**config.mk**
```make
export PLATFORM = sky130hd
export DESIGN_NAME = plc_frame_parser
export DESIGN_NICKNAME = d
export VERILOG_FILES = /design/src/plcfp_pkg.sv /design/src/plcfp_core.sv /design/src/plc_frame_parser.sv
export SDC_FILE = /design/constraint.sdc
export NUM_CORES = 1
export LEC_CHECK = 0
export BUFFER_PORTS_ARGS = -buffer_cell sky130_fd_sc_hd__buf_2
export CAP_MARGIN = 15
export CORE_MARGIN = 2
export CORE_UTILIZATION = 48
export DETAILED_ROUTE_END_ITERATION = 16
export PLACE_DENSITY = 0.67
export SLEW_MARGIN = 40
export SYNTH_ARGS = -nofsm -noshare
export SYNTH_HDL_FRONTEND = slang
export SYNTH_SLANG_ARGS = --single-unit
```
**constraint.sdc**
```tcl
create_clock -name clk_i -period 7.7 [get_ports clk_i]
set_input_delay 0.385 -clock clk_i [delete_from_list [all_inputs] [get_ports clk_i]]
set_output_delay 0.385 -clock clk_i [all_outputs]
set_load 0.01 [all_outputs]
```
**src/plcfp_pkg.sv**
```systemverilog
// plcfp_pkg: shared types and constants for the plc frame parser
`timescale 1ns / 1ps

package plcfp_pkg;

  localparam logic [4:0]  HDR_LEN    = 5'd20;
  localparam logic [4:0]  TAG_LEN    = 5'd8;
  localparam logic [4:0]  POS_CPU    = 5'd12;
  localparam logic [4:0]  POS_SRC    = 5'd13;
  localparam logic [4:0]  POS_INV_LO = 5'd14;
  localparam logic [4:0]  POS_INV_HI = 5'd15;
  localparam logic [4:0]  POS_LEN_LO = 5'd16;
  localparam logic [4:0]  POS_LEN_HI = 5'd17;
  localparam logic [16:0] CNT_MAX    = 17'h1FFFF;

  localparam logic [15:0] CMD_RD_A   = 16'h0054;
  localparam logic [15:0] CMD_RD_B   = 16'h0055;
  localparam logic [15:0] CMD_WR_A   = 16'h0058;
  localparam logic [15:0] CMD_WR_B   = 16'h0059;
  localparam logic [15:0] DTYPE_CONT = 16'h0014;
  localparam logic [7:0]  SRC_RESP   = 8'h11;

  localparam logic [2:0] ST_OK        = 3'd0;
  localparam logic [2:0] ST_SHORT_HDR = 3'd1;
  localparam logic [2:0] ST_BAD_TAG   = 3'd2;
  localparam logic [2:0] ST_BAD_CMD   = 3'd3;
  localparam logic [2:0] ST_TRUNC     = 3'd4;
  localparam logic [2:0] ST_CNT_NOT1  = 3'd5;
  localparam logic [2:0] ST_TRAILING  = 3'd6;

  typedef enum logic [3:0] {
    PH_HDR, PH_CMD, PH_DTYPE, PH_RSV, PH_ERRST, PH_ERRINFO, PH_CDSIZE,
    PH_BLKLEN, PH_REQCNT, PH_VARLEN, PH_REQDSIZE, PH_WRLEN, PH_SKIP,
    PH_DONE, PH_ERR
  } phase_e;

  typedef enum logic [2:0] {
    RET_DONE, RET_RBLK, RET_CVAR, RET_VAR, RET_WR
  } ret_e;

  typedef struct packed {
    logic [2:0]  status;
    logic [7:0]  source_code;
    logic [15:0] invoke_id;
    logic [15:0] declared_length;
    logic        length_mismatch;
    logic [7:0]  cpu_info;
    logic [15:0] command;
    logic [15:0] data_type;
    logic [15:0] block_count;
    logic [15:0] error_status;
    logic [15:0] error_info;
    logic [15:0] data_size;
  } res_t;

  function automatic logic [7:0] tag_byte(input logic [2:0] idx);
    logic [7:0] b;
    case (idx)
      3'd0: b = 8'h4C;
      3'd1: b = 8'h53;
      3'd2: b = 8'h49;
      3'd3: b = 8'h53;
      3'd4: b = 8'h2D;
      3'd5: b = 8'h58;
      3'd6: b = 8'h47;
      3'd7: b = 8'h54;
      default: b = 8'h00;
    endcase
    return b;
  endfunction

endpackage

```
**src/plcfp_core.sv**
```systemverilog
// plcfp_core: header check and body walk state, summary result per frame
`timescale 1ns / 1ps

module plcfp_core (
  input  logic              clk_i,
  input  logic              rst_ni,
  input  logic              en_i,
  input  logic [7:0]        byte_i,
  input  logic              last_i,
  output plcfp_pkg::res_t   res_o
);
  import plcfp_pkg::*;

  logic [4:0]  hpos_q, hpos_d;
  phase_e      phase_q, phase_d;
  logic [16:0] off_q, off_d;
  logic [15:0] skip_q, skip_d;
  ret_e        ret_q, ret_d;
  logic [15:0] idx_q, idx_d;
  logic [7:0]  low_q, low_d;
  logic        have_low_q, have_low_d;
  logic        tag_ok_q, tag_ok_d;
  logic [2:0]  err_q, err_d;
  logic [7:0]  cpu_q, cpu_d, src_q, src_d;
  logic [15:0] inv_q, inv_d, len_q, len_d;
  logic [15:0] cmd_q, cmd_d, dtype_q, dtype_d, blk_q, blk_d;
  logic [15:0] errst_q, errst_d, errinfo_q, errinfo_d, dsize_q, dsize_d;

  logic        is_rd, is_wr, is_cont;
  logic [15:0] word;
  logic        do_skip, do_fin;
  logic [15:0] skip_len;
  ret_e        skip_ret, fin_ret;
  logic [16:0] blk_inc;
  logic        more_blk;
  logic [2:0]  status;

  assign is_rd    = (cmd_q == CMD_RD_A) || (cmd_q == CMD_RD_B);
  assign is_wr    = (cmd_q == CMD_WR_A) || (cmd_q == CMD_WR_B);
  assign is_cont  = (dtype_q == DTYPE_CONT);
  assign word     = {byte_i, low_q};
  assign blk_inc  = {1'b0, idx_q} + 17'd1;
  assign more_blk = blk_inc < {1'b0, blk_q};

  always_comb begin
    hpos_d = hpos_q;   phase_d = phase_q;   off_d = off_q;     skip_d = skip_q;
    ret_d = ret_q;     idx_d = idx_q;       low_d = low_q;     have_low_d = have_low_q;
    tag_ok_d = tag_ok_q; err_d = err_q;     cpu_d = cpu_q;     src_d = src_q;
    inv_d = inv_q;     len_d = len_q;       cmd_d = cmd_q;     dtype_d = dtype_q;
    blk_d = blk_q;     errst_d = errst_q;   errinfo_d = errinfo_q; dsize_d = dsize_q;
    do_skip = 1'b0;    skip_len = '0;       skip_ret = RET_DONE;
    do_fin = 1'b0;     fin_ret = RET_DONE;
    res_o = '0;

    if (en_i) begin
      if (hpos_q < HDR_LEN) begin
        // header bytes
        if (hpos_q < TAG_LEN && byte_i != tag_byte(hpos_q[2:0])) begin
          tag_ok_d = 1'b0;
        end
        if (hpos_q == POS_CPU)    cpu_d = byte_i;
        if (hpos_q == POS_SRC)    src_d = byte_i;
        if (hpos_q == POS_INV_LO) inv_d[7:0] = byte_i;
        if (hpos_q == POS_INV_HI) inv_d[15:8] = byte_i;
        if (hpos_q == POS_LEN_LO) len_d[7:0] = byte_i;
        if (hpos_q == POS_LEN_HI) len_d[15:8] = byte_i;
        hpos_d = hpos_q + 5'd1;
        if (hpos_d == HDR_LEN) begin
          if (!tag_ok_d) begin
            err_d   = ST_BAD_TAG;
            phase_d = PH_ERR;
          end else begin
            phase_d = PH_CMD;
          end
        end
      end else begin
        // body bytes inside the declared region
        if (off_q < {1'b0, len_q}) begin
          case (phase_q)
            PH_ERR: begin
            end
            PH_DONE: begin
              err_d   = ST_TRAILING;
              phase_d = PH_ERR;
            end
            PH_SKIP: begin
              skip_d = skip_q - 16'd1;
              if (skip_q == 16'd1) begin
                do_fin  = 1'b1;
                fin_ret = ret_q;
              end
            end
            default: begin
              if (!have_low_q) begin
                low_d      = byte_i;
                have_low_d = 1'b1;
              end else begin
                have_low_d = 1'b0;
                case (phase_q)
                  PH_CMD: begin
                    cmd_d   = word;
                    phase_d = PH_DTYPE;
                  end
                  PH_DTYPE: begin
                    dtype_d = word;
                    if (is_rd || is_wr) begin
                      phase_d = PH_RSV;
                    end else begin
                      err_d   = ST_BAD_CMD;
                      phase_d = PH_ERR;
                    end
                  end
                  PH_RSV: begin
                    phase_d = (src_q == SRC_RESP) ? PH_ERRST : PH_REQCNT;
                  end
                  PH_ERRST: begin
                    errst_d = word;
                    phase_d = PH_ERRINFO;
                  end
                  PH_ERRINFO: begin
                    errinfo_d = word;
                    if (errst_q != 16'd0) begin
                      phase_d = PH_DONE;
                    end else if (is_cont) begin
                      phase_d = PH_CDSIZE;
                    end else begin
                      blk_d   = word;
                      idx_d   = '0;
                      phase_d = (word == 16'd0) ? PH_DONE : PH_BLKLEN;
                    end
                  end
                  PH_CDSIZE: begin
                    dsize_d  = word;
                    do_skip  = 1'b1;
                    skip_len = word;
                    skip_ret = RET_DONE;
                  end
                  PH_BLKLEN: begin
                    do_skip  = 1'b1;
                    skip_len = word;
                    skip_ret = RET_RBLK;
                  end
                  PH_REQCNT: begin
                    blk_d = word;
                    idx_d = '0;
                    if (is_cont) begin
                      if (word != 16'd1) begin
                        err_d   = ST_CNT_NOT1;
                        phase_d = PH_ERR;
                      end else begin
                        phase_d = PH_VARLEN;
                      end
                    end else begin
                      phase_d = (word == 16'd0) ? PH_DONE : PH_VARLEN;
                    end
                  end
                  PH_VARLEN: begin
                    do_skip  = 1'b1;
                    skip_len = word;
                    skip_ret = is_cont ? RET_CVAR : RET_VAR;
                  end
                  PH_REQDSIZE: begin
                    dsize_d = word;
                    if (is_rd) begin
                      phase_d = PH_DONE;
                    end else begin
                      do_skip  = 1'b1;
                      skip_len = word;
                      skip_ret = RET_DONE;
                    end
                  end
                  PH_WRLEN: begin
                    do_skip  = 1'b1;
                    skip_len = word;
                    skip_ret = RET_WR;
                  end
                  default: begin
                  end
                endcase
              end
            end
          endcase
        end
        if (off_q != CNT_MAX) begin
          off_d = off_q + 17'd1;
        end
      end
    end

    // start of a length-prefixed skip, zero length finishes at once
    if (do_skip) begin
      skip_d = skip_len;
      ret_d  = skip_ret;
      if (skip_len == 16'd0) begin
        do_fin  = 1'b1;
        fin_ret = skip_ret;
      end else begin
        phase_d = PH_SKIP;
      end
    end

    if (do_fin) begin
      case (fin_ret)
        RET_CVAR: phase_d = PH_REQDSIZE;
        RET_RBLK: begin
          idx_d   = blk_inc[15:0];
          phase_d = more_blk ? PH_BLKLEN : PH_DONE;
        end
        RET_VAR: begin
          idx_d = blk_inc[15:0];
          if (more_blk) begin
            phase_d = PH_VARLEN;
          end else if (is_wr) begin
            idx_d   = '0;
            phase_d = PH_WRLEN;
          end else begin
            phase_d = PH_DONE;
          end
        end
        RET_WR: begin
          idx_d   = blk_inc[15:0];
          phase_d = more_blk ? PH_WRLEN : PH_DONE;
        end
        default: phase_d = PH_DONE;
      endcase
    end

    // summary for the frame
    if (hpos_d < HDR_LEN) begin
      status = ST_SHORT_HDR;
    end else if (phase_d == PH_ERR) begin
      status = err_d;
    end else if (phase_d == PH_DONE) begin
      status = ST_OK;
    end else begin
      status = ST_TRUNC;
    end
    res_o.status = status;
    if (status != ST_SHORT_HDR && status != ST_BAD_TAG) begin
      res_o.source_code     = src_d;
      res_o.invoke_id       = inv_d;
      res_o.declared_length = len_d;
      res_o.length_mismatch = (off_d != {1'b0, len_d});
      res_o.cpu_info        = cpu_d;
    end
    if (status == ST_OK) begin
      res_o.command      = cmd_d;
      res_o.data_type    = dtype_d;
      res_o.block_count  = blk_d;
      res_o.error_status = errst_d;
      res_o.error_info   = errinfo_d;
      res_o.data_size    = dsize_d;
    end

    // fresh state for the next frame
    if (en_i && last_i) begin
      hpos_d = '0;       phase_d = PH_HDR;   off_d = '0;       skip_d = '0;
      ret_d = RET_DONE;  idx_d = '0;         low_d = '0;       have_low_d = 1'b0;
      tag_ok_d = 1'b1;   err_d = '0;         cpu_d = '0;       src_d = '0;
      inv_d = '0;        len_d = '0;         cmd_d = '0;       dtype_d = '0;
      blk_d = '0;        errst_d = '0;       errinfo_d = '0;   dsize_d = '0;
    end
  end

  always_ff @(posedge clk_i or negedge rst_ni) begin
    if (!rst_ni) begin
      hpos_q <= '0;       phase_q <= PH_HDR;  off_q <= '0;      skip_q <= '0;
      ret_q <= RET_DONE;  idx_q <= '0;        low_q <= '0;      have_low_q <= 1'b0;
      tag_ok_q <= 1'b1;   err_q <= '0;        cpu_q <= '0;      src_q <= '0;
      inv_q <= '0;        len_q <= '0;        cmd_q <= '0;      dtype_q <= '0;
      blk_q <= '0;        errst_q <= '0;      errinfo_q <= '0;  dsize_q <= '0;
    end else begin
      hpos_q <= hpos_d;   phase_q <= phase_d; off_q <= off_d;   skip_q <= skip_d;
      ret_q <= ret_d;     idx_q <= idx_d;     low_q <= low_d;   have_low_q <= have_low_d;
      tag_ok_q <= tag_ok_d; err_q <= err_d;   cpu_q <= cpu_d;   src_q <= src_d;
      inv_q <= inv_d;     len_q <= len_d;     cmd_q <= cmd_d;   dtype_q <= dtype_d;
      blk_q <= blk_d;     errst_q <= errst_d; errinfo_q <= errinfo_d; dsize_q <= dsize_d;
    end
  end

endmodule

```
**src/plc_frame_parser.sv**
```systemverilog
// plc_frame_parser: stream top level with input and result registers
`timescale 1ns / 1ps

// Takes payload bytes on the slave stream, tlast on the final byte of a frame.
// Each byte goes through an input register and then the header check and body
// walk, so a byte can be accepted every cycle unless a final byte is held back.
// The summary item for a frame follows its final byte through the input and
// result registers; while a summary waits on the master side, ordinary bytes
// keep flowing and only the next final byte is held back.
// Status travels in tuser: 0 ok, 1 short header, 2 bad tag, 3 bad command,
// 4 truncated, 5 continuous count not one, 6 trailing bytes.
module plc_frame_parser (
  input  logic         clk_i,
  input  logic         rst_ni,
  input  logic         s_axis_tvalid_i,
  output logic         s_axis_tready_o,
  input  logic [7:0]   s_axis_tdata_i,   // data_byte
  input  logic         s_axis_tlast_i,
  output logic         m_axis_tvalid_o,
  input  logic         m_axis_tready_i,
  // source_code, invoke_id, declared_length, length_mismatch, cpu_info,
  // command, data_type, block_count, error_status, error_info, data_size
  output logic [151:0] m_axis_tdata_o,
  output logic [2:0]   m_axis_tuser_o    // status
);
  import plcfp_pkg::*;

  logic       in_vld_q, in_vld_d;
  logic [7:0] in_byte_q;
  logic       in_last_q;
  logic       out_vld_q, out_vld_d;
  res_t       out_res_q;
  res_t       res;
  logic       advance;

  assign advance         = in_vld_q && (!in_last_q || !out_vld_q || m_axis_tready_i);
  assign s_axis_tready_o = !in_vld_q || advance;
  assign in_vld_d        = s_axis_tready_o ? s_axis_tvalid_i : in_vld_q;

  always_comb begin
    out_vld_d = out_vld_q;
    if (m_axis_tready_i) begin
      out_vld_d = 1'b0;
    end
    if (advance && in_last_q) begin
      out_vld_d = 1'b1;
    end
  end

  plcfp_core u_core (
    .clk_i  (clk_i),
    .rst_ni (rst_ni),
    .en_i   (advance),
    .byte_i (in_byte_q),
    .last_i (in_last_q),
    .res_o  (res)
  );

  always_ff @(posedge clk_i or negedge rst_ni) begin
    if (!rst_ni) begin
      in_vld_q  <= 1'b0;
      out_vld_q <= 1'b0;
    end else begin
      in_vld_q  <= in_vld_d;
      out_vld_q <= out_vld_d;
    end
  end

  always_ff @(posedge clk_i) begin
    if (s_axis_tvalid_i && s_axis_tready_o) begin
      in_byte_q <= s_axis_tdata_i;
      in_last_q <= s_axis_tlast_i;
    end
    if (advance && in_last_q) begin
      out_res_q <= res;
    end
  end

  assign m_axis_tvalid_o = out_vld_q;
  assign m_axis_tuser_o  = out_res_q.status;
  assign m_axis_tdata_o  = {7'd0,
                            out_res_q.data_size,
                            out_res_q.error_info,
                            out_res_q.error_status,
                            out_res_q.block_count,
                            out_res_q.data_type,
                            out_res_q.command,
                            out_res_q.cpu_info,
                            out_res_q.length_mismatch,
                            out_res_q.declared_length,
                            out_res_q.invoke_id,
                            out_res_q.source_code};

endmodule
```
* Word-level counts from Yosys, hierarchy flattened
Memories as Yosys holds them, arrays and structs flattened. Index checks and enable logic that the tools add are counted.
Storage, ports and cells: RAM bits 0, ROM bits 56, bits in latches 0, flip-flop bits (word level) 377, bits of input ports 13, word-level logic and storage cells 313, memories kept 1
Memory list:
- (name not given) | depth 8, width 7, read ports 1, clocked after Yosys merged registers in 0, write ports 0, RTL line plcfp_pkg.sv:58 | case (idx)
Cells by class: reduce and logical (&&, ||, !) cells 35, mux-type cells 188, multiply operators 0, bitwise operators 0, div/mod/pow operators 0, equal/unequal tests 44, magnitude comparators 5, add/sub/neg operators 4, shifts and indexed selects 0
Operators with widths (number):
- 2-to-1 mux 16 bit | 72
- 2-to-1 mux 8 bit | 20
- one-hot mux 16 bit (2 select lines) | 4
- 2-to-1 mux 3 bit | 31
- 2-to-1 mux 4 bit | 19
- 2-to-1 mux 17 bit | 4
- equality test 16 x 7 -> 1 bit (second input constant) | 4
- equality test 4 bit (second input constant) | 9
- less-than comparator 17 x 16 -> 1 bit | 2
- logical NOT 16 bit | 2
- 2-to-1 mux 1 bit | 28
- one-hot mux 4 bit (7 select lines) | 1
- equality test 5 x 4 -> 1 bit (second input constant) | 4
- adder 16 x 1 -> 17 bit (second input constant) | 1
- adder 17 x 1 -> 17 bit (second input constant) | 1
- inequality test 17 x 16 -> 1 bit | 1
- inequality test 17 bit (second input constant) | 1
- equality test 16 x 1 -> 1 bit (second input constant) | 1
- equality test 16 x 5 -> 1 bit (second input constant) | 1
- equality test 4 x 3 -> 1 bit (second input constant) | 4
- inequality test 16 x 1 -> 1 bit (second input constant) | 1
- one-hot mux 4 bit (4 select lines) | 1
- nonzero test 16 bit | 1
- subtractor 16 x 1 -> 16 bit (second input constant) | 1
- other kinds (32) | 62

* Logic depth before layout (Yosys ltp)
depth in word-level cells 23, depth in mapped cells 20, gate-level depth less buffers 17

* Hierarchy
From an unflattened synthesis, not the netlist that was laid out.
Second synthesis, totals: cell total of the unflattened synthesis 1655, area, all modules 18042.3 sq um
By module, submodules not included:
- plcfp_core | cells an instance 1480, area each 13165.1 sq um, times used 1, sequential area each 5456.5 sq um
- plc_frame_parser | cells an instance 175, area each 4877.2 sq um, times used 1, sequential area each 4764.6 sq um

* Worst setup path after synthesis
Ideal clock, no wire load.
kind reg-to-reg, start reg in_last_q, end reg out_res_q, in the netlist m_axis_tdata_o[0], enable pin, period minus slack after synthesis 5.959 ns, setup slack 1.741 ns, cell stages (with the launch flop) 6, data required time 7.130 ns, buffers on the path 1, setup time 0.570 ns, arrival time 5.389 ns, cells stage by stage edfxtp_1 and3b_1 nor2_1 nand2_1 inv_2 clkbuf_1
On the way: cells in the longest elaborated chain, start to end 5
Ends and longest elaborated chain:
- start, declared | RTL line plc_frame_parser.sv:30 | logic in_last_q;
- start signal, assigned | RTL line plc_frame_parser.sv:72 | in_last_q <= s_axis_tlast_i;
- logical NOT 1 bit | RTL line plc_frame_parser.sv:36 | assign advance = in_vld_q && (!in_last_q || !out_vld_q || m_axis_tready_i);
- logical OR 1 bit (2 in series) | RTL line plc_frame_parser.sv:36
- logical AND 1 bit | RTL line plc_frame_parser.sv:36
- logical AND 1 bit * | RTL line plc_frame_parser.sv:74 | if (advance && in_last_q) begin
- end signal, assigned | RTL line plc_frame_parser.sv:75 | out_res_q <= res;
- end, declared | RTL line plc_frame_parser.sv:32 | res_t out_res_q;
Every way passes the cells marked *; elsewhere a longest branch is shown, timed or not. A chain may end at the register's enable or synchronous reset.

* Worst setup path after layout
start reg u_core.idx_q[0], end reg out_res_q, in the netlist m_axis_tdata_o[129], data pin
On the way: cells in the longest elaborated chain, start to end 10, elaborated cells on any way between the ends 13, classes of those cells 1 x add/sub; 1 x order compare; 2 x eq/ne; 8 x mux; 1 x reduce/logical
Ends and longest elaborated chain:
- start, declared | RTL line plcfp_core.sv:19 | logic [15:0] idx_q, idx_d;
- start signal, assigned | RTL line plcfp_core.sv:274 | ret_q <= ret_d; idx_q <= idx_d; low_q <= low_d; have_low_q <= have_low_d;
- adder 16 x 1 -> 17 bit * | RTL line plcfp_core.sv:42 | assign blk_inc = {1'b0, idx_q} + 17'd1;
- less-than comparator 17 x 16 -> 1 bit * | RTL line plcfp_core.sv:43 | assign more_blk = blk_inc < {1'b0, blk_q};
- 2-to-1 mux 4 bit (tied with other cells) | RTL line plcfp_core.sv:211 | if (more_blk) begin
- one-hot mux 4 bit (4 select lines) * | RTL line plcfp_core.sv:203 | case (fin_ret)
- 2-to-1 mux 4 bit * | RTL line plcfp_core.sv:202 | if (do_fin) begin
- equality test 4 bit | RTL line plcfp_core.sv:233 | end else if (phase_d == PH_DONE) begin
- 2-to-1 mux 3 bit | RTL line plcfp_core.sv:233
- 2-to-1 mux 3 bit * | RTL line plcfp_core.sv:231 | end else if (phase_d == PH_ERR) begin
- 2-to-1 mux 3 bit * | RTL line plcfp_core.sv:229 | if (hpos_d < HDR_LEN) begin
- logical NOT 3 bit * | RTL line plcfp_core.sv:246 | if (status == ST_OK) begin
Marked as above.

==> impl_metrics.ini <==
[finish]
layout_commonest_cell = nor2_1
seqCellArea_mm2 = 0.0102
multi_input_area_mm2 = 0.00720
n_fill_cell = 3228
stdcell_count = 2234
final_cell_mix = nor2_1 (333), dfrtp_1 (219), buf_2 (161), edfxtp_1 (157), mux2i_1 (147)
diodes = 0
drive_gt1_frac = 0.183
area_growth_syn_to_layout_pct = 13.5
nets = 1782

[route]
firstDrtPassIters = 6
drtIter0Drc = 1144
drc = 0
final_antenna_net_count = 0
wirelength_um = 43800
vias = 12400
avgViaCountPerCell = 5.57
avgRoutedWirePerCell_um = 19.6

[global_route]
grt_pass1_wl_um = 68700
antenna_found_initial = 0
grt_pass1_vias = 12200
grt_overflow = 0
grt_max_degree = 158
grt.total_usage = 0.227

[clock_tree]
cts_made_buffers = 40
clk_latency_ns = 0.55
cts_setup_buffers = 0
numClockSinks = 377
clk_pin_slew_ns = 0.06
htree_num_levels = 2
cts_tree = built
cts_buffer_depth = 3
cts_root_buffer = clkbuf_16

[outcome]
status = completed

[min_path]
min_path_cells = 1
min_to = in_byte_q[2]$_DFFE_PP_
hold_class = in -> reg
hp-start = s_axis_tdata_i[2]

[worst_setup_path]
crit_required_ns = 7.97
cp-end-kind = flop
cp_slowest_cell = buf_4
arrival_ns = 5.65
rr_endpoint = m_axis_tdata_o[129]$_SDFFCE_PP0P_
critPathMostFrequentCell = and3_1
worstSetupPathType = reg -> reg
slowest_delay_ns = 0.68
path_cells = and3_1 > and3_1 > and3_1 > and3_1 > and3_1 > and3_1 > nand3_1 > xnor2_1 > ha_1 > nor2b_1 > a311o_1 > o21ai_0 > a221oi_2 > a211oi_1 > or4_1 > a211o_4 > buf_4 > nor2_1
worst-r2r-cell-count = 18
cp-start-kind = flop
critPathMaxFanout = 29
r2r_slack_ns = 2.32
cpLargestDelayFamily = simple AND/OR/NAND/NOR gates
critPathBufInv = 1
reg2reg_from = u_core.idx_q[0]$_DFF_PN0_

[sta]
setup_viol_count_final = 0
final_hold_viol_count = 0
timing.fmax_ghz = 0.186
maxSlewHeadroom = 0.495
rsz0062_at_grt = no
min_period_ns = 5.38
drv_slew = 0
fin_setup_tns_ns = 0
tightestPinTransition_ns = 0.747
skew_ns = 0.0101
period_share = 0.699
finalWorstSetupSlack_ns = 2.32

[placement]
port_buffers = 162
gp_congestion = 0.894
dp_slack_ns = 2.39
place_inst = 2156
dp_hpwl_um = 28000

[floorplan]
rows = 71
die_w_um = 198
start_util = 0.484
die_area_mm2 = 0.0392
core_area_mm2 = 0.0373
pin_count = 170
die_h_um = 198

[yosys]
yosys_warnings = 0
ys_dominant_reg_cell = dfrtp_1
synth-edff-count = 157
ys_ff_latch = 377
synth_cell_types = 88
netlist_instances = 1595
synth.cell_area_mm2 = 0.0180
yosysSeqAreaShare = 0.566
synthArstFlopShare = 0.584
avgSynthCellArea_um2 = 11.3

[power_and_ir_drop]
p_int_uw = 3260
power_frac_comb = 0.043
swShare = 0.226
seqPwrFrac = 0.510
power_density_mw_per_mm2 = 205
p_sw_uw = 952
irDropWorstVdd_v = 0.000177
p_clk_frac = 0.447
power_leakage_uw = 0.00979

[run]
drv_cap = 0
[kinds of logic (layout without fill, tap and decap cells)]
logic type,after synthesis,after routing,synth area share
AND/OR/NAND/NOR,627,627,0.180
flip-flops,377,377,0.566
AO/OA/AOI/OAI,188,188,0.0710
multiplexers,149,149,0.0828
buffers and inverters,144,303,0.0387
XOR/XNOR,68,68,0.0330
adder cells (fa/ha/maj),41,41,0.0284
other,1,7,0.000208
[routing by layer]
layer  up-vias  part of all wire  global-route usage
met5         -                 0                   0
met4         0             0.030              0.0749
met3        98             0.056              0.0324
met2       372              0.46               0.359
met1      6114              0.45               0.323
li1       5858                 -                   -
[per-stage QoR]
stage                     cell area [um2]  power, uW   util  hold slack (ns)
after global placement              19100       2360  0.513            0.501
after global routing                20500       4330  0.549           0.0141
after CTS                           20500       4250  0.549          0.00465
final                               20500       4210  0.549           0.0191
after floorplan                     18100       2290      -           0.0894
after detailed placement            19200       2370  0.514            0.405
[how the worst max path moves through the flow]
| stage | start | endpoint | slack [ns] | depth (start not counted) |
|---|---|---|---|---|
| after floorplan | in_last_q$_DFFE_PP_ | m_axis_tdata_o[0]$_SDFFCE_PN0P_ | 1.74 | 5 |
| after global placement | u_core.idx_q[0]$_DFF_PN0_ | m_axis_tdata_o[131]$_SDFFCE_PP0P_ | 2.53 | 18 |
| after detailed placement | u_core.idx_q[0]$_DFF_PN0_ | m_axis_tdata_o[129]$_SDFFCE_PP0P_ | 2.39 | 18 |
| after CTS | u_core.idx_q[0]$_DFF_PN0_ | m_axis_tdata_o[129]$_SDFFCE_PP0P_ | 2.37 | 18 |
| after global routing | u_core.idx_q[0]$_DFF_PN0_ | m_axis_tdata_o[129]$_SDFFCE_PP0P_ | 1.93 | 18 |
| final | u_core.idx_q[0]$_DFF_PN0_ | m_axis_tdata_o[129]$_SDFFCE_PP0P_ | 2.32 | 18 |
[worst reg2reg max path, cell delays in order, from the launching register on]
cell and delay, ns:
dfrtp_1 0.41, and3_1 0.25, and3_1 0.24, and3_1 0.24, and3_1 0.23, and3_1 0.24
and3_1 0.24, nand3_1 0.11, xnor2_1 0.21, ha_1 0.28, nor2b_1 0.14, a311o_1 0.33
o21ai_0 0.33, a221oi_2 0.10, a211oi_1 0.35, or4_1 0.20, a211o_4 0.38, buf_4 0.69
nor2_1 0.13
[state kept, by name, indices dropped and copies added (netlist names), 5 cells and up]
name,flops
u_core.errinfo_q,16
u_core.cpu_q,8
u_core.off_q,17
u_core.dtype_q,16
u_core.errst_q,16
u_core.inv_q,16
in_byte_q,8
u_core.low_q,8
u_core.blk_q,16
u_core.skip_q,16
u_core.dsize_q,16
u_core.len_q,16
m_axis_tdata_o,145
u_core.idx_q,16
u_core.hpos_q,5
u_core.src_q,8
u_core.cmd_q,16
[cell type report]
| class | count | area share |
|---|---|---|
| Inverter | 43 | 0.00849 |
| Clock inverter | 18 | 0.00720 |
| Timing Repair Buffer | 186 | 0.0504 |
| Multi-Input combinational cell | 1080 | 0.352 |
| Tap cell | 474 | 0.0289 |
| Sequential cell | 377 | 0.499 |
| Clock buffer | 56 | 0.0548 |
[power by group through the flow]
stage / Clock, uW / Sequential, uW / Combinational [uW]
2_1_floorplan: 0 / 2190 / 91.9
5_1_grt: 1980 / 2150 / 198
6_report: 1880 / 2150 / 180
4_1_cts: 1920 / 2150 / 182
3_3_place_gp: 0 / 2190 / 176
3_5_place_dp: 0 / 2190 / 180
[cell usage after synthesis (3+ instances only)]
cell | instances | area share
nor2_1 | 333 | 0.069
dfrtp_1 | 219 | 0.30
edfxtp_1 | 157 | 0.26
mux2i_1 | 147 | 0.082
clkbuf_1 | 68 | 0.014
nand2_1 | 60 | 0.012
a21oi_1 | 55 | 0.015
o21ai_0 | 48 | 0.013
ha_1 | 41 | 0.028
inv_1 | 41 | 0.0085
nor2_4 | 40 | 0.025
xnor2_1 | 36 | 0.017
xor2_1 | 32 | 0.016
nand3_1 | 28 | 0.0078
nor4_1 | 25 | 0.0087
and3_1 | 23 | 0.0080
nor3_1 | 21 | 0.0058
nand4_1 | 16 | 0.0055
nor3b_1 | 12 | 0.0050
buf_2 | 11 | 0.0030
a211oi_1 | 10 | 0.0042
a22o_1 | 10 | 0.0049
buf_4 | 9 | 0.0037
and4_1 | 8 | 0.0039
and2_1 | 7 | 0.0024
nand2b_1 | 7 | 0.0024
buf_6 | 6 | 0.0037
nor4b_1 | 6 | 0.0029
a32oi_1 | 5 | 0.0024
nor2b_1 | 5 | 0.0017
o211ai_1 | 5 | 0.0021
or4_1 | 5 | 0.0021
a211o_1 | 4 | 0.0019
a21o_1 | 4 | 0.0017
buf_12 | 4 | 0.0044
nand3b_1 | 4 | 0.0017
or2_2 | 4 | 0.0014
or3_1 | 4 | 0.0014
a22oi_1 | 3 | 0.0012
a31oi_1 | 3 | 0.0010
a32o_1 | 3 | 0.0017
o22ai_1 | 3 | 0.0010
[repair_timing]
| item | in CTS | in global routing |
|---|---|---|
| hold buffers | 4 | 0 |
| hold endpoints to repair | 105 | 0 |
| gates resized for setup | 0 | 0 |
Note: power is estimated with default switching activity, not from simulation.
